[config.mk]
export PLATFORM = sky130hd
export DESIGN_NAME = flow_speed_slip_angle_filter_core
export DESIGN_NICKNAME = d
export VERILOG_FILES = /design/src/flsa_pkg.sv /design/src/flsa_ctrl.sv /design/src/flsa_dp.sv /design/src/flow_speed_slip_angle_filter_core.sv
export VERILOG_INCLUDE_DIRS = /design/src /design/src/src
export SDC_FILE = /design/constraint.sdc
export NUM_CORES = 2
export LEC_CHECK = 0
export ABC_AREA = 0
export ABC_CLOCK_PERIOD_IN_PS = 21300
export BUFFER_PORTS_ARGS = -buffer_cell sky130_fd_sc_hd__buf_2
export CAP_MARGIN = 15
export CORE_MARGIN = 2
export CORE_UTILIZATION = 45
export CTS_CLUSTER_DIAMETER = 150
export DETAILED_ROUTE_END_ITERATION = 6
export GPL_ROUTABILITY_DRIVEN = 0
export GPL_TIMING_DRIVEN = 1
export SLEW_MARGIN = 10
export SYNTH_ARGS = -nofsm -noshare
export SYNTH_HDL_FRONTEND = slang
export SYNTH_HIERARCHICAL = 1
export SYNTH_SLANG_ARGS = --single-unit
[constraint.sdc]
create_clock -name i_clk -period 21.3 [get_ports i_clk]
set_clock_uncertainty 0.2 [all_clocks]
set_input_delay 4.26 -clock i_clk [delete_from_list [all_inputs] [get_ports i_clk]]
set_output_delay 4.26 -clock i_clk [all_outputs]
set_load 0.1 [all_outputs]
[src/assert_macros.svh]
// Assertion helpers shared by the RTL files.
// Every check is clocked on i_clk and masked while i_rst_n is low.
`ifndef ASSERT_MACROS_SVH
`define ASSERT_MACROS_SVH

// Check that a property holds at every clock edge outside reset.
`define ASSERT_CLK(lbl, prop, msg) \
    lbl: assert property (@(posedge i_clk) disable iff (!i_rst_n) prop) else $error(msg);

// Check that a condition is never true at a clock edge outside reset.
`define ASSERT_NEVER(lbl, cond, msg) \
    lbl: assert property (@(posedge i_clk) disable iff (!i_rst_n) !(cond)) else $error(msg);

`endif

[src/flsa_pkg.sv]
// ----------------------------------------------------------------------------
// flsa_pkg
// Types, codes and constants shared by the slip angle filter controller,
// datapath and top level.
// ----------------------------------------------------------------------------
`default_nettype none

package flsa_pkg;

    localparam int CORDIC_STEPS = 18;
    localparam int DIV_STEPS    = 16;

    localparam logic signed [25:0] DEG90_Q16 = 26'sd5898240;
    localparam logic signed [26:0] ANGLE_MAX = 27'sd46080;
    localparam logic [16:0]        CONF_ONE  = 17'd65536;
    localparam logic [16:0]        CONF_EPS  = 17'd65;

    // Reset values of the configuration registers
    localparam logic [15:0]        RST_SPEED_SCALE    = 16'd8043;
    localparam logic [14:0]        RST_CONF_LOW       = 15'd512;
    localparam logic [14:0]        RST_CONF_HIGH      = 15'd2048;
    localparam logic [15:0]        RST_STEP_MAX       = 16'd512;
    localparam logic [16:0]        RST_LIMIT_CONF_MIN = 17'd13107;
    localparam logic signed [23:0] RST_GATE_MIN_FWD   = 24'sd1280;
    localparam logic [22:0]        RST_GATE_MAX_LAT   = 23'd768;
    localparam logic [22:0]        RST_GATE_MAX_JUMP  = 23'd1280;

    typedef enum logic [2:0] {
        CFG_SPEED_SCALE    = 3'd0,
        CFG_CONF_LOW       = 3'd1,
        CFG_CONF_HIGH      = 3'd2,
        CFG_STEP_MAX       = 3'd3,
        CFG_LIMIT_CONF_MIN = 3'd4,
        CFG_GATE_MIN_FWD   = 3'd5,
        CFG_GATE_MAX_LAT   = 3'd6,
        CFG_GATE_MAX_JUMP  = 3'd7
    } t_cfg_idx;

    typedef enum logic [3:0] {
        OP_NONE,
        OP_LOAD,
        OP_VX,
        OP_VY,
        OP_CINIT,
        OP_CITER,
        OP_DINIT,
        OP_DITER,
        OP_T2,
        OP_POLY,
        OP_CAND,
        OP_DECIDE,
        OP_EMAF,
        OP_EMAL,
        OP_COMMIT
    } t_op;

    typedef enum logic [3:0] {
        ST_IDLE,
        ST_VX,
        ST_VY,
        ST_CINIT,
        ST_CITER,
        ST_DINIT,
        ST_DITER,
        ST_T2,
        ST_POLY,
        ST_CAND,
        ST_DECIDE,
        ST_EMAF,
        ST_EMAL,
        ST_COMMIT
    } t_state;

    typedef struct packed {
        t_op        op;
        logic [4:0] step;
    } t_cmd;

    typedef struct packed {
        logic emit;
    } t_status;

    // atan(2^-i) in units of 1/65536 degree
    function automatic logic [21:0] atan_q16(input logic [4:0] idx);
        logic [21:0] v;
        case (idx)
            5'd0:    v = 22'd2949120;
            5'd1:    v = 22'd1740967;
            5'd2:    v = 22'd919879;
            5'd3:    v = 22'd466945;
            5'd4:    v = 22'd234379;
            5'd5:    v = 22'd117304;
            5'd6:    v = 22'd58666;
            5'd7:    v = 22'd29335;
            5'd8:    v = 22'd14668;
            5'd9:    v = 22'd7334;
            5'd10:   v = 22'd3667;
            5'd11:   v = 22'd1833;
            5'd12:   v = 22'd917;
            5'd13:   v = 22'd458;
            5'd14:   v = 22'd229;
            5'd15:   v = 22'd115;
            5'd16:   v = 22'd57;
            5'd17:   v = 22'd29;
            default: v = 22'd0;
        endcase
        return v;
    endfunction

endpackage

`default_nettype wire

[src/flsa_ctrl.sv]
// ----------------------------------------------------------------------------
// flsa_ctrl
// Sequencer for one word: steps the datapath through scaling, CORDIC,
// division, confidence, limiter, gate and EMA, and owns the output valid.
// ----------------------------------------------------------------------------
`default_nettype none

`include "assert_macros.svh"

module flsa_ctrl
    import flsa_pkg::*;
(
    input  wire logic    i_clk,
    input  wire logic    i_rst_n,
    input  wire logic    i_valid,
    output logic         o_stall,
    output logic         o_valid,
    input  wire logic    i_stall,
    input  wire t_status i_status,
    output t_cmd         o_cmd
);

    localparam logic [4:0] CORDIC_LAST = 5'(CORDIC_STEPS - 1);
    localparam logic [4:0] DIV_LAST    = 5'(DIV_STEPS - 1);

    t_state     r_state, n_state;
    logic [4:0] r_cnt, n_cnt;
    logic       r_out_valid, n_out_valid;
    logic       slot_free;

    always_ff @(posedge i_clk) begin
        if (!i_rst_n) begin
            r_state     <= ST_IDLE;
            r_cnt       <= '0;
            r_out_valid <= 1'b0;
        end else begin
            r_state     <= n_state;
            r_cnt       <= n_cnt;
            r_out_valid <= n_out_valid;
        end
    end

    assign slot_free = !r_out_valid || !i_stall;

    always_comb begin
        n_state     = r_state;
        n_cnt       = r_cnt;
        n_out_valid = r_out_valid && i_stall;
        o_cmd.op    = OP_NONE;
        o_cmd.step  = r_cnt;
        case (r_state)
            ST_IDLE: begin
                if (i_valid) begin
                    o_cmd.op = OP_LOAD;
                    n_state  = ST_VX;
                end
            end
            ST_VX: begin
                o_cmd.op = OP_VX;
                n_state  = ST_VY;
            end
            ST_VY: begin
                o_cmd.op = OP_VY;
                n_state  = ST_CINIT;
            end
            ST_CINIT: begin
                o_cmd.op = OP_CINIT;
                n_cnt    = '0;
                n_state  = ST_CITER;
            end
            ST_CITER: begin
                o_cmd.op = OP_CITER;
                if (r_cnt == CORDIC_LAST) begin
                    n_cnt   = '0;
                    n_state = ST_DINIT;
                end else begin
                    n_cnt = r_cnt + 5'd1;
                end
            end
            ST_DINIT: begin
                o_cmd.op = OP_DINIT;
                n_state  = ST_DITER;
            end
            ST_DITER: begin
                o_cmd.op = OP_DITER;
                if (r_cnt == DIV_LAST) begin
                    n_cnt   = '0;
                    n_state = ST_T2;
                end else begin
                    n_cnt = r_cnt + 5'd1;
                end
            end
            ST_T2: begin
                o_cmd.op = OP_T2;
                n_state  = ST_POLY;
            end
            ST_POLY: begin
                o_cmd.op = OP_POLY;
                n_state  = ST_CAND;
            end
            ST_CAND: begin
                o_cmd.op = OP_CAND;
                n_state  = ST_DECIDE;
            end
            ST_DECIDE: begin
                o_cmd.op = OP_DECIDE;
                n_state  = ST_EMAF;
            end
            ST_EMAF: begin
                // drop the word here when the gate holds it back
                if (i_status.emit) begin
                    o_cmd.op = OP_EMAF;
                    n_state  = ST_EMAL;
                end else begin
                    n_state = ST_IDLE;
                end
            end
            ST_EMAL: begin
                o_cmd.op = OP_EMAL;
                n_state  = ST_COMMIT;
            end
            ST_COMMIT: begin
                // hold until the output register is free
                if (slot_free) begin
                    o_cmd.op    = OP_COMMIT;
                    n_out_valid = 1'b1;
                    n_state     = ST_IDLE;
                end
            end
            default: begin
                n_state = ST_IDLE;
            end
        endcase
    end

    assign o_stall = (r_state != ST_IDLE);
    assign o_valid = r_out_valid;

    `ASSERT_NEVER(a_no_overwrite, (o_cmd.op == OP_COMMIT) && r_out_valid && i_stall,
        "result overwritten while stalled")
    `ASSERT_CLK(a_commit_emits, (r_state == ST_COMMIT) |-> i_status.emit,
        "commit without gate release")
    `ASSERT_CLK(a_cnt_range, (r_state == ST_CITER) |-> (r_cnt <= CORDIC_LAST),
        "CORDIC counter past table")

endmodule

`default_nettype wire

[src/flsa_dp.sv]
// ----------------------------------------------------------------------------
// flsa_dp
// Datapath: configuration registers, shared multiplier, CORDIC, restoring
// divider, limiter, startup gate, EMA state and the output register.
// ----------------------------------------------------------------------------
`default_nettype none

`include "assert_macros.svh"

module flsa_dp
    import flsa_pkg::*;
#(
    parameter int MAX_REF_GAP   = 3,
    parameter int LOCK_RUN      = 3,
    parameter int ALPHA_FWD_Q16 = 26214,
    parameter int ALPHA_LAT_Q16 = 13107
) (
    input  wire logic               i_clk,
    input  wire logic               i_rst_n,
    input  wire t_cmd               i_cmd,
    output t_status                 o_status,
    input  wire logic               i_cfg_valid,
    input  wire logic [2:0]         i_cfg_index,
    input  wire logic [23:0]        i_cfg_data,
    input  wire logic signed [15:0] i_flow_horiz,
    input  wire logic signed [15:0] i_flow_vert,
    output logic signed [23:0]      o_fwd_speed,
    output logic signed [23:0]      o_lat_speed,
    output logic signed [16:0]      o_angle_final,
    output logic signed [16:0]      o_angle_raw,
    output logic [16:0]             o_angle_conf,
    output logic                    o_angle_was_limited
);

    localparam logic [16:0] ALPHA_F  = 17'(ALPHA_FWD_Q16);
    localparam logic [16:0] ALPHA_L  = 17'(ALPHA_LAT_Q16);
    localparam logic [7:0]  GAP_MAX  = 8'(MAX_REF_GAP);
    localparam logic [7:0]  RUN_LOCK = 8'(LOCK_RUN);

    // configuration
    logic [15:0]        r_speed_scale;
    logic [14:0]        r_conf_low;
    logic [14:0]        r_conf_high;
    logic [15:0]        r_step_max;
    logic [16:0]        r_limit_conf_min;
    logic signed [23:0] r_gate_min_fwd;
    logic [22:0]        r_gate_max_lat;
    logic [22:0]        r_gate_max_jump;

    // per-word working registers
    logic signed [16:0] r_fwd, r_lat;
    logic signed [20:0] r_vx, r_vy;
    logic signed [31:0] r_cx, r_cy;
    logic signed [25:0] r_cz;
    logic signed [16:0] r_raw;
    logic [15:0]        r_rem, r_den, r_q;
    logic [16:0]        r_t;
    logic [32:0]        r_t2;
    logic [16:0]        r_conf;
    logic signed [16:0] r_cand, r_fin;
    logic               r_limited;
    logic               r_emit;
    logic signed [32:0] r_dfwd, r_dlat;

    // state kept across words
    logic               r_gate_locked;
    logic [7:0]         r_valid_run;
    logic [7:0]         r_frames_since;
    logic               r_ref_present;
    logic signed [23:0] r_speed_ref;
    logic signed [16:0] r_angle_prev;
    logic               r_angle_prev_valid;
    logic signed [31:0] r_ema_fwd, r_ema_lat;
    logic               r_ema_started;

    // ---------------- configuration port
    always_ff @(posedge i_clk) begin
        if (!i_rst_n) begin
            r_speed_scale    <= RST_SPEED_SCALE;
            r_conf_low       <= RST_CONF_LOW;
            r_conf_high      <= RST_CONF_HIGH;
            r_step_max       <= RST_STEP_MAX;
            r_limit_conf_min <= RST_LIMIT_CONF_MIN;
            r_gate_min_fwd   <= RST_GATE_MIN_FWD;
            r_gate_max_lat   <= RST_GATE_MAX_LAT;
            r_gate_max_jump  <= RST_GATE_MAX_JUMP;
        end else if (i_cfg_valid) begin
            case (t_cfg_idx'(i_cfg_index))
                CFG_SPEED_SCALE:    r_speed_scale    <= i_cfg_data[15:0];
                CFG_CONF_LOW:       r_conf_low       <= i_cfg_data[14:0];
                CFG_CONF_HIGH:      r_conf_high      <= i_cfg_data[14:0];
                CFG_STEP_MAX:       r_step_max       <= i_cfg_data[15:0];
                CFG_LIMIT_CONF_MIN: r_limit_conf_min <= i_cfg_data[16:0];
                CFG_GATE_MIN_FWD:   r_gate_min_fwd   <= $signed(i_cfg_data);
                CFG_GATE_MAX_LAT:   r_gate_max_lat   <= i_cfg_data[22:0];
                CFG_GATE_MAX_JUMP:  r_gate_max_jump  <= i_cfg_data[22:0];
                default: ;
            endcase
        end
    end

    // ---------------- shared multiplier
    logic signed [33:0] mul_a;
    logic signed [18:0] mul_b;
    logic signed [52:0] prod;
    logic [16:0]        t_sel;
    logic [17:0]        poly;

    always_comb begin
        mul_a = '0;
        mul_b = '0;
        case (i_cmd.op)
            OP_VX: begin
                mul_a = {{17{r_fwd[16]}}, r_fwd};
                mul_b = $signed({3'b000, r_speed_scale});
            end
            OP_VY: begin
                mul_a = {{17{r_lat[16]}}, r_lat};
                mul_b = $signed({3'b000, r_speed_scale});
            end
            OP_T2: begin
                mul_a = $signed({17'd0, t_sel});
                mul_b = $signed({2'b00, t_sel});
            end
            OP_POLY: begin
                mul_a = $signed({1'b0, r_t2});
                mul_b = $signed({1'b0, poly});
            end
            OP_CAND: begin
                mul_a = {{17{r_raw[16]}}, r_raw};
                mul_b = $signed({2'b00, r_conf});
            end
            OP_EMAF: begin
                mul_a = {r_dfwd[32], r_dfwd};
                mul_b = $signed({2'b00, ALPHA_F});
            end
            OP_EMAL: begin
                mul_a = {r_dlat[32], r_dlat};
                mul_b = $signed({2'b00, ALPHA_L});
            end
            default: ;
        endcase
    end

    assign prod = mul_a * mul_b;

    logic signed [52:0] prod_r12, prod_r16, prod_r32;
    assign prod_r12 = prod + 53'sd2048;
    assign prod_r16 = prod + 53'sd32768;
    assign prod_r32 = prod + 53'sd2147483648;

    // ---------------- confidence ramp
    logic [16:0] afwd;
    logic [16:0] fwd_abs;
    logic [15:0] hi_eff;

    assign fwd_abs = r_fwd[16] ? 17'(-r_fwd) : 17'(r_fwd);
    assign afwd    = fwd_abs;
    assign hi_eff  = (r_conf_high <= r_conf_low) ? ({1'b0, r_conf_low} + 16'd256)
                                                 : {1'b0, r_conf_high};

    always_comb begin
        if (afwd <= {2'b00, r_conf_low}) begin
            t_sel = '0;
        end else if (afwd >= {1'b0, hi_eff}) begin
            t_sel = CONF_ONE;
        end else begin
            t_sel = {1'b0, r_q};
        end
    end

    assign poly = 18'd196608 - {r_t, 1'b0};

    // ---------------- CORDIC
    logic signed [31:0] x0, y0, ysh, xsh;
    logic [21:0]        atan_v;
    logic signed [26:0] zsum, zsh;
    logic signed [16:0] raw_n;

    assign x0     = {{3{r_fwd[16]}}, r_fwd, 12'd0};
    assign y0     = {{3{r_lat[16]}}, r_lat, 12'd0};
    assign ysh    = r_cy >>> i_cmd.step;
    assign xsh    = r_cx >>> i_cmd.step;
    assign atan_v = atan_q16(i_cmd.step);
    assign zsum   = {r_cz[25], r_cz} + 27'sd128;
    assign zsh    = zsum >>> 8;

    always_comb begin
        if (r_fwd == '0 && r_lat == '0) begin
            raw_n = '0;
        end else if (zsh > ANGLE_MAX) begin
            raw_n = ANGLE_MAX[16:0];
        end else if (zsh < -ANGLE_MAX) begin
            raw_n = 17'(-ANGLE_MAX);
        end else begin
            raw_n = zsh[16:0];
        end
    end

    // ---------------- divider step
    logic [16:0] rem2;
    logic        rem_ge;
    assign rem2   = {r_rem, 1'b0};
    assign rem_ge = rem2 >= {1'b0, r_den};

    // ---------------- limiter
    logic [16:0]        cmin;
    logic               use_lim;
    logic signed [17:0] dang, fin_l;
    logic [17:0]        dabs;
    logic               over;
    logic signed [16:0] fin_n;

    assign cmin    = (r_limit_conf_min > CONF_ONE) ? CONF_ONE : r_limit_conf_min;
    assign use_lim = r_conf >= cmin;
    assign dang    = {r_cand[16], r_cand} - {r_angle_prev[16], r_angle_prev};
    assign dabs    = dang[17] ? 18'(-dang) : 18'(dang);
    assign over    = r_angle_prev_valid && (dabs > {2'b00, r_step_max});
    assign fin_l   = {r_angle_prev[16], r_angle_prev}
                   + (dang[17] ? -$signed({2'b00, r_step_max}) : $signed({2'b00, r_step_max}));
    // low confidence passes the candidate through untouched
    assign fin_n   = (use_lim && over) ? fin_l[16:0] : r_cand;

    // ---------------- startup gate
    logic [7:0]         gap;
    logic               fresh, ok;
    logic signed [24:0] dvx;
    logic [24:0]        dvx_abs;
    logic [20:0]        vy_abs;
    logic [7:0]         run_inc;

    assign gap     = (r_frames_since == 8'hFF) ? 8'hFF : r_frames_since + 8'd1;
    assign fresh   = r_ref_present && (gap <= GAP_MAX);
    assign dvx     = {{4{r_vx[20]}}, r_vx} - {r_speed_ref[23], r_speed_ref};
    assign dvx_abs = dvx[24] ? 25'(-dvx) : 25'(dvx);
    assign vy_abs  = r_vy[20] ? 21'(-r_vy) : 21'(r_vy);
    assign ok      = ($signed({{3{r_vx[20]}}, r_vx}) >= r_gate_min_fwd)
                  && ({2'b00, vy_abs} <= r_gate_max_lat)
                  && (!fresh || (dvx_abs <= {2'b00, r_gate_max_jump}));
    assign run_inc = (r_valid_run == 8'hFF) ? 8'hFF : r_valid_run + 8'd1;

    // ---------------- EMA
    logic signed [28:0] tgt_fwd, tgt_lat;
    logic signed [31:0] ema_inc;
    logic signed [32:0] efwd_sum, elat_sum;

    assign tgt_fwd  = {r_vx, 8'd0};
    assign tgt_lat  = {r_vy, 8'd0};
    assign ema_inc  = prod_r16[47:16];
    assign efwd_sum = {r_ema_fwd[31], r_ema_fwd} + 33'sd128;
    assign elat_sum = {r_ema_lat[31], r_ema_lat} + 33'sd128;

    // ---------------- working registers (no reset)
    always_ff @(posedge i_clk) begin
        case (i_cmd.op)
            OP_LOAD: begin
                r_fwd <= -{i_flow_vert[15], i_flow_vert};
                r_lat <= -{i_flow_horiz[15], i_flow_horiz};
            end
            OP_VX: r_vx <= prod_r12[32:12];
            OP_VY: r_vy <= prod_r12[32:12];
            OP_CINIT: begin
                if (r_fwd[16]) begin
                    if (!r_lat[16]) begin
                        r_cx <= y0;
                        r_cy <= -x0;
                        r_cz <= DEG90_Q16;
                    end else begin
                        r_cx <= -y0;
                        r_cy <= x0;
                        r_cz <= -DEG90_Q16;
                    end
                end else begin
                    r_cx <= x0;
                    r_cy <= y0;
                    r_cz <= '0;
                end
            end
            OP_CITER: begin
                if (!r_cy[31]) begin
                    r_cx <= r_cx + ysh;
                    r_cy <= r_cy - xsh;
                    r_cz <= r_cz + $signed({4'd0, atan_v});
                end else begin
                    r_cx <= r_cx - ysh;
                    r_cy <= r_cy + xsh;
                    r_cz <= r_cz - $signed({4'd0, atan_v});
                end
            end
            OP_DINIT: begin
                r_raw <= raw_n;
                r_rem <= 16'(afwd - {2'b00, r_conf_low});
                r_den <= hi_eff - {1'b0, r_conf_low};
                r_q   <= '0;
            end
            OP_DITER: begin
                r_rem <= rem_ge ? 16'(rem2 - {1'b0, r_den}) : rem2[15:0];
                r_q   <= {r_q[14:0], rem_ge};
            end
            OP_T2: begin
                r_t  <= t_sel;
                r_t2 <= prod[32:0];
            end
            OP_POLY: r_conf <= prod_r32[48:32];
            OP_CAND: r_cand <= prod_r16[32:16];
            OP_DECIDE: begin
                r_fin     <= fin_n;
                r_limited <= use_lim && over;
                r_dfwd    <= 33'(tgt_fwd) - 33'(r_ema_fwd);
                r_dlat    <= 33'(tgt_lat) - 33'(r_ema_lat);
            end
            default: ;
        endcase
    end

    // ---------------- state kept across words
    always_ff @(posedge i_clk) begin
        if (!i_rst_n) begin
            r_gate_locked      <= 1'b0;
            r_valid_run        <= '0;
            r_frames_since     <= '0;
            r_ref_present      <= 1'b0;
            r_speed_ref        <= '0;
            r_angle_prev       <= '0;
            r_angle_prev_valid <= 1'b0;
            r_ema_fwd          <= '0;
            r_ema_lat          <= '0;
            r_ema_started      <= 1'b0;
            r_emit             <= 1'b0;
        end else begin
            case (i_cmd.op)
                OP_DECIDE: begin
                    if (use_lim) begin
                        r_angle_prev       <= fin_n;
                        r_angle_prev_valid <= 1'b1;
                    end else if (r_conf <= CONF_EPS) begin
                        r_angle_prev       <= '0;
                        r_angle_prev_valid <= 1'b0;
                    end
                    if (r_gate_locked) begin
                        r_emit <= 1'b1;
                    end else if (!ok) begin
                        r_valid_run    <= '0;
                        r_frames_since <= gap;
                        r_emit         <= 1'b0;
                    end else begin
                        r_speed_ref    <= 24'(r_vx);
                        r_ref_present  <= 1'b1;
                        r_frames_since <= '0;
                        r_valid_run    <= run_inc;
                        r_gate_locked  <= (run_inc >= RUN_LOCK);
                        r_emit         <= (run_inc >= RUN_LOCK);
                    end
                end
                OP_EMAF: begin
                    r_ema_fwd <= r_ema_started ? r_ema_fwd + ema_inc : 32'(tgt_fwd);
                end
                OP_EMAL: begin
                    r_ema_lat     <= r_ema_started ? r_ema_lat + ema_inc : 32'(tgt_lat);
                    r_ema_started <= 1'b1;
                end
                default: ;
            endcase
        end
    end

    // ---------------- output register
    always_ff @(posedge i_clk) begin
        if (i_cmd.op == OP_COMMIT) begin
            o_fwd_speed         <= efwd_sum[31:8];
            o_lat_speed         <= elat_sum[31:8];
            o_angle_final       <= r_fin;
            o_angle_raw         <= r_raw;
            o_angle_conf        <= r_conf;
            o_angle_was_limited <= r_limited;
        end
    end

    assign o_status.emit = r_emit;

    `ASSERT_CLK(a_conf_range, (i_cmd.op == OP_POLY) |=> (r_conf <= CONF_ONE),
        "confidence above one")
    `ASSERT_CLK(a_raw_range,
        (i_cmd.op == OP_DINIT) |=> ((r_raw <= 17'sd46080) && (r_raw >= -17'sd46080)),
        "raw angle out of range")
    `ASSERT_CLK(a_den_nonzero, (i_cmd.op == OP_DITER) |-> (r_den != '0),
        "divider run with zero denominator")

endmodule

`default_nettype wire

[src/flow_speed_slip_angle_filter_core.sv]
// ----------------------------------------------------------------------------
// flow_speed_slip_angle_filter_core
// Turns one mean optical-flow word per frame into smoothed forward/lateral
// speed and a confidence-weighted, jump-limited slip angle.
// ----------------------------------------------------------------------------
// One input word is processed at a time. A word that the startup gate holds
// back is dropped before the EMA steps; a word that yields a result also runs
// the EMA and commit steps, and waits at commit while the result side stalls
// on the previous result. Each word runs the 18-step CORDIC and the 16-step
// restoring divider for the confidence ramp, both on a shared datapath, with
// one shared 34x19 multiplier for the scaling, smoothstep, weighting and EMA
// steps. A finished result sits in the output register, so the next word is
// taken while it waits. Configuration writes are always ready and must only
// be issued while no word is in flight.
`default_nettype none

module flow_speed_slip_angle_filter_core
    import flsa_pkg::*;
#(
    parameter int MAX_REF_GAP   = 3,     // 1..254 frames a speed reference stays fresh
    parameter int LOCK_RUN      = 3,     // 1..255 passing frames needed to lock
    parameter int ALPHA_FWD_Q16 = 26214, // forward EMA weight, Q0.16
    parameter int ALPHA_LAT_Q16 = 13107  // lateral EMA weight, Q0.16
) (
    input  wire logic               i_clk,
    input  wire logic               i_rst_n,
    // input word channel
    input  wire logic               i_valid,
    output logic                    o_stall,
    input  wire logic signed [15:0] i_flow_horiz,
    input  wire logic signed [15:0] i_flow_vert,
    // result word channel
    output logic                    o_valid,
    input  wire logic               i_stall,
    output logic signed [23:0]      o_fwd_speed,
    output logic signed [23:0]      o_lat_speed,
    output logic signed [16:0]      o_angle_final,
    output logic signed [16:0]      o_angle_raw,
    output logic [16:0]             o_angle_conf,
    output logic                    o_angle_was_limited,
    // configuration write channel
    input  wire logic               i_cfg_valid,
    output logic                    o_cfg_ready,
    input  wire logic [2:0]         i_cfg_index,
    input  wire logic [23:0]        i_cfg_data
);

    t_cmd    cmd;
    t_status status;
    logic    cfg_we;

    // register file accepts a write every cycle
    assign o_cfg_ready = 1'b1;
    assign cfg_we      = i_cfg_valid && o_cfg_ready;

    // sequencer: advance one step per cycle, hold on a full output register
    flsa_ctrl u_ctrl (
        .i_clk    (i_clk),
        .i_rst_n  (i_rst_n),
        .i_valid  (i_valid),
        .o_stall  (o_stall),
        .o_valid  (o_valid),
        .i_stall  (i_stall),
        .i_status (status),
        .o_cmd    (cmd)
    );

    // arithmetic, filter state and output register
    flsa_dp #(
        .MAX_REF_GAP   (MAX_REF_GAP),
        .LOCK_RUN      (LOCK_RUN),
        .ALPHA_FWD_Q16 (ALPHA_FWD_Q16),
        .ALPHA_LAT_Q16 (ALPHA_LAT_Q16)
    ) u_dp (
        .i_clk               (i_clk),
        .i_rst_n             (i_rst_n),
        .i_cmd               (cmd),
        .o_status            (status),
        .i_cfg_valid         (cfg_we),
        .i_cfg_index         (i_cfg_index),
        .i_cfg_data          (i_cfg_data),
        .i_flow_horiz        (i_flow_horiz),
        .i_flow_vert         (i_flow_vert),
        .o_fwd_speed         (o_fwd_speed),
        .o_lat_speed         (o_lat_speed),
        .o_angle_final       (o_angle_final),
        .o_angle_raw         (o_angle_raw),
        .o_angle_conf        (o_angle_conf),
        .o_angle_was_limited (o_angle_was_limited)
    );

endmodule

`default_nettype wire

==> Flow_metrics.wiki <==
{| class="wikitable"
! Metric !! Value
|-
| Number of synthesized register bits || 780
|-
| GRT Overall Usage || 28.8%
|-
| Cell area power density || 72.9 nW/µm²
|-
| Synthesized netlist net count || slightly above 10000
|-
| Leading register cell type out of synthesis || sky130_fd_sc_hd__edfxtp_1
|-
| Inserted Clock Buffers || a little under 100
|-
| Power Internal || ~3.7 mW
|-
| Max-capacitance violation count || 0
|-
| Vias || 66400
|-
| Area Overhead vs Synth || 8.13%
|-
| Switching power || ~2.5 mW
|-
| Die width || around 420 µm
|-
| Total of warnings raised by yosys || 6
|-
| Fraction of power spent switching nets || between 40% and 50%
|-
| DRC marker count from the first detailed-route iteration || roughly 6500
|-
| Total instance count after detailed placement || about 11000
|-
| DR vias/cell || roughly 6
|-
| Detailed-placement wirelength estimate || a little under 200000 µm
|-
| H-tree levels || 3
|-
| Final-report max-slew violation count || 0
|-
| Post-synthesis cell type with the largest combined area || sky130_fd_sc_hd__edfxtp_1
|-
| Count of cells resized by post-cts repair || 0
|-
| Max rail drop VDD || 0.0000700 V
|-
| Sum of negative setup slack || 0 ns
|-
| Final worst slack || 2.28 ns
|-
| Total wirelength of the detailed-routed design || 259000 µm
|-
| Total setup buffers inserted after CTS || 0
|-
| Maximum clock path buffer count || 3
|-
| Non-filler instance count after layout || ~11000
|-
| Final hold violations || 0
|-
| Data required time of the critical path || about 22 ns
|-
| TritonCTS clock tree || yes
|-
| Crit Path Class || in -> reg
|-
| Worst slew margin relative to its limit || between 10% and 20%
|-
| Pre-antenna DRT Iters || 7
|-
| Drt wl/cell || roughly 23 µm
|-
| Wire length of the first global-routing pass || approximately 400000 µm
|-
| Antenna-violating nets left || 0
|-
| Cell type with the highest occurrence count on the critical path || sky130_fd_sc_hd__fa_1
|-
| Initial antenna violation count || 2
|-
| Flop pwr share || about 29%
|-
| CTS clock-pin slew for the worst setup and hold paths || around 0.060 ns
|-
| Post-route DRC || 10
|-
| Die area || approximately 180000 µm²
|-
| Setup slack at placement || approximately 1.9 ns
|-
| Unrepaired setup endpoints after global routing || no
|-
| Port buffer count || approximately 170
|-
| Number of endpoints failing setup at the final stage || 0
|-
| Maximum clock frequency || roughly 53 MHz
|-
| Die outline height || 422 µm
|-
| Average instance area after synthesis || around 8.8 µm²
|-
| Largest net degree at the start of global routing || ~110
|-
| Starting Density || 45.2%
|-
| Class of the most critical hold timing path || reg -> reg
|-
| CTS sink count || a little under 800
|-
| Netlist Area Pre-Place || roughly 78000 µm²
|-
| Part of the total power dissipated in the clock network || approximately 28%
|-
| Most instantiated library cell after synthesis || sky130_fd_sc_hd__nand2_1
|-
| Fraction of the yosys area taken by sequential cells || approximately a quarter
|-
| Count of unique library cells instantiated by Yosys || around 120
|-
| Clock latency on the worst-skew pair || ~0.78 ns
|-
| Crit share post-route || about nine tenths
|-
| Combinational group share of total power || between 40% and 50%
|-
| Run status || complete, but fails checks
|-
| Worst Setup End Kind || flop
|-
| Data arrival time of the critical path || about 19 ns
|-
| Async SR Flop Fraction || 0%
|-
| Critical path's slowest cell || sky130_fd_sc_hd__nand2_1
|-
| Violated checks || DRC
|-
| Cell types occupying the most area after synthesis || sky130_fd_sc_hd__edfxtp_1 19%, sky130_fd_sc_hd__fa_1 15%, sky130_fd_sc_hd__ha_1 9.4%, sky130_fd_sc_hd__dfxtp_1 7.2%, sky130_fd_sc_hd__nand2_1 5.6%
|-
| Worst Max-Slew Pin Slew || 1.25 ns
|-
| GRT Residual Overflow || 0
|-
| Maximum cell stage delay along the critical path || approximately 0.96 ns
|-
| Number of placement rows || around 150
|-
| Cts hold-fix bufs || 0
|-
| Core outline area || about 170000 µm²
|-
| Most frequent cells after synthesis || 1175 x sky130_fd_sc_hd__nand2_1, 1044 x sky130_fd_sc_hd__inv_1, 732 x sky130_fd_sc_hd__nor2_1
|-
| Cell count after synthesis || 8903
|-
| Vias in the first global route || 64400
|-
| Hold slack || around 0.21 ns
|-
| Area share of the largest cell type after synthesis || about a fifth
|-
| Net total in the final layout || approximately 10000
|-
| Lkg Pwr || ~35 nW
|-
| Biggest fanout along the worst timing path || 34
|-
| Critical Path Start Type || input port
|-
| I/O pin count || roughly 170
|-
| Fill cell count || roughly 16000
|-
| Post-synth EDFFs || ~500
|-
| Fin crit period || 19.02 ns
|-
| Share of layout cells above drive strength 1 || under 10%
|-
| Root cell of the clock tree || sky130_fd_sc_hd__clkbuf_16
|}
==> placed cells by master (no fill, tap or decap), types with 68 or more instances in the layout <==
cell type,netlist,routed
sky130_fd_sc_hd__a21oi_1,526,525
sky130_fd_sc_hd__dfxtp_1,281,276
sky130_fd_sc_hd__or3_1,68,68
sky130_fd_sc_hd__nand4_1,89,89
sky130_fd_sc_hd__o211ai_1,72,72
sky130_fd_sc_hd__ha_1,587,587
sky130_fd_sc_hd__mux4_2,88,88
sky130_fd_sc_hd__o21a_1,81,81
sky130_fd_sc_hd__and2_1,85,85
sky130_fd_sc_hd__fa_1,571,571
sky130_fd_sc_hd__nor2b_1,77,77
sky130_fd_sc_hd__clkbuf_16,0,98
sky130_fd_sc_hd__o21ai_0,310,310
sky130_fd_sc_hd__nand2b_1,89,89
sky130_fd_sc_hd__xnor2_1,437,437
sky130_fd_sc_hd__inv_1,1044,1042
sky130_fd_sc_hd__xor2_1,213,213
sky130_fd_sc_hd__buf_2,21,164
sky130_fd_sc_hd__nand2_1,1175,1173
sky130_fd_sc_hd__nor2_1,732,723
sky130_fd_sc_hd__edfxtp_1,499,499
sky130_fd_sc_hd__mux2i_1,74,74
sky130_fd_sc_hd__buf_4,7,95
sky130_fd_sc_hd__a211oi_1,82,82
sky130_fd_sc_hd__nand3_1,221,221
sky130_fd_sc_hd__a21o_1,153,153
sky130_fd_sc_hd__nor3_1,184,176
==> through the flow <==
step                instance area (µm²)  utilization, %  power (mW)
floorplan                         78500               -        3.59
global placement                  81500            46.9        4.35
detailed placement                81500            46.9        4.39
CTS                               84800            48.8        6.16
global route                      84800            48.9        6.51
finish                            84900            48.9        6.19
==> flip-flops by register name, summed over array words and instances (netlist names), 26 cells and up <==
name            cells
u_dp/r_dfwd        33
u_dp/r_dlat        33
u_dp/r_t2          33
u_dp/r_cx          32
u_dp/r_cy          32
u_dp/r_ema_fwd     32
u_dp/r_ema_lat     32
u_dp/r_cz          26
==> kinds of logic after synthesis <==
family	Yosys count	synth area share (%)
compound gates	1696	14.0
xor+xnor	652	7.31
fa+ha+maj	1159	23.9
buf+inv	1444	7.03
flops	780	26.3
mux	215	4.27
other cells	2	0.00957
simple gates	2955	17.2
==> worst paths after layout <==
path | end | from | cells past startpoint | slack [ns]
worst max-delay path | u_dp/r_ema_fwd[31] | i_valid | 43 | 2.28
worst min-delay path | u_dp/o_angle_final[15] | u_dp/r_fin[15] | 0 | 0.21
worst max register to register | u_dp/r_ema_fwd[31] | u_dp/r_conf_low[1] | 61 | 4.11
worst min register to register | u_dp/o_angle_final[15] | u_dp/r_fin[15] | 0 | 0.21
==> routing by layer <==
layer | vias to the layer above | GRT usage (%) | wire length (µm)
met5 | - | 0 | 0
li1 | 30400 | - | -
met4 | 0 | 12.5 | 13200
met2 | 2837 | 44.8 | 115000
met3 | 525 | 4.71 | 21000
met1 | 32600 | 39.5 | 110000
==> final cells by class <==
type / instances / area [µm²] / area share, %
clock inverter: 57 / 724 / 0.854
clock buffer: 125 / 2580 / 3.04
antenna: 6 / 15.0 / 0.0177
timing repair buffer: 262 / 1590 / 1.87
tap: 2325 / 2910 / 3.43
inverter: 1050 / 3950 / 4.65
sequential: 780 / 20600 / 24.3
multi-input combinational: 6679 / 52500 / 61.8
==> power groups by stage <==
stage,logic [mW],clock network [mW],registers [mW]
floorplan,1.79,0,1.79
global placement,2.52,0,1.83
detailed placement,2.56,0,1.83
CTS,2.59,1.77,1.80
global route,2.88,1.82,1.81
finish,2.65,1.74,1.81
==> worst max-delay path, delay by kind of cell <==
family | cells | cell delay, ns
AND/OR/NAND/NOR | 16 | 5.48
multiplexers | 2 | 0.50
buffers and inverters | 6 | 1.45
adder cells (fa/ha/maj) | 8 | 4.14
XOR/XNOR | 1 | 0.52
AO/OA/AOI/OAI | 10 | 3.05
(Power assumes the default switching activity.)
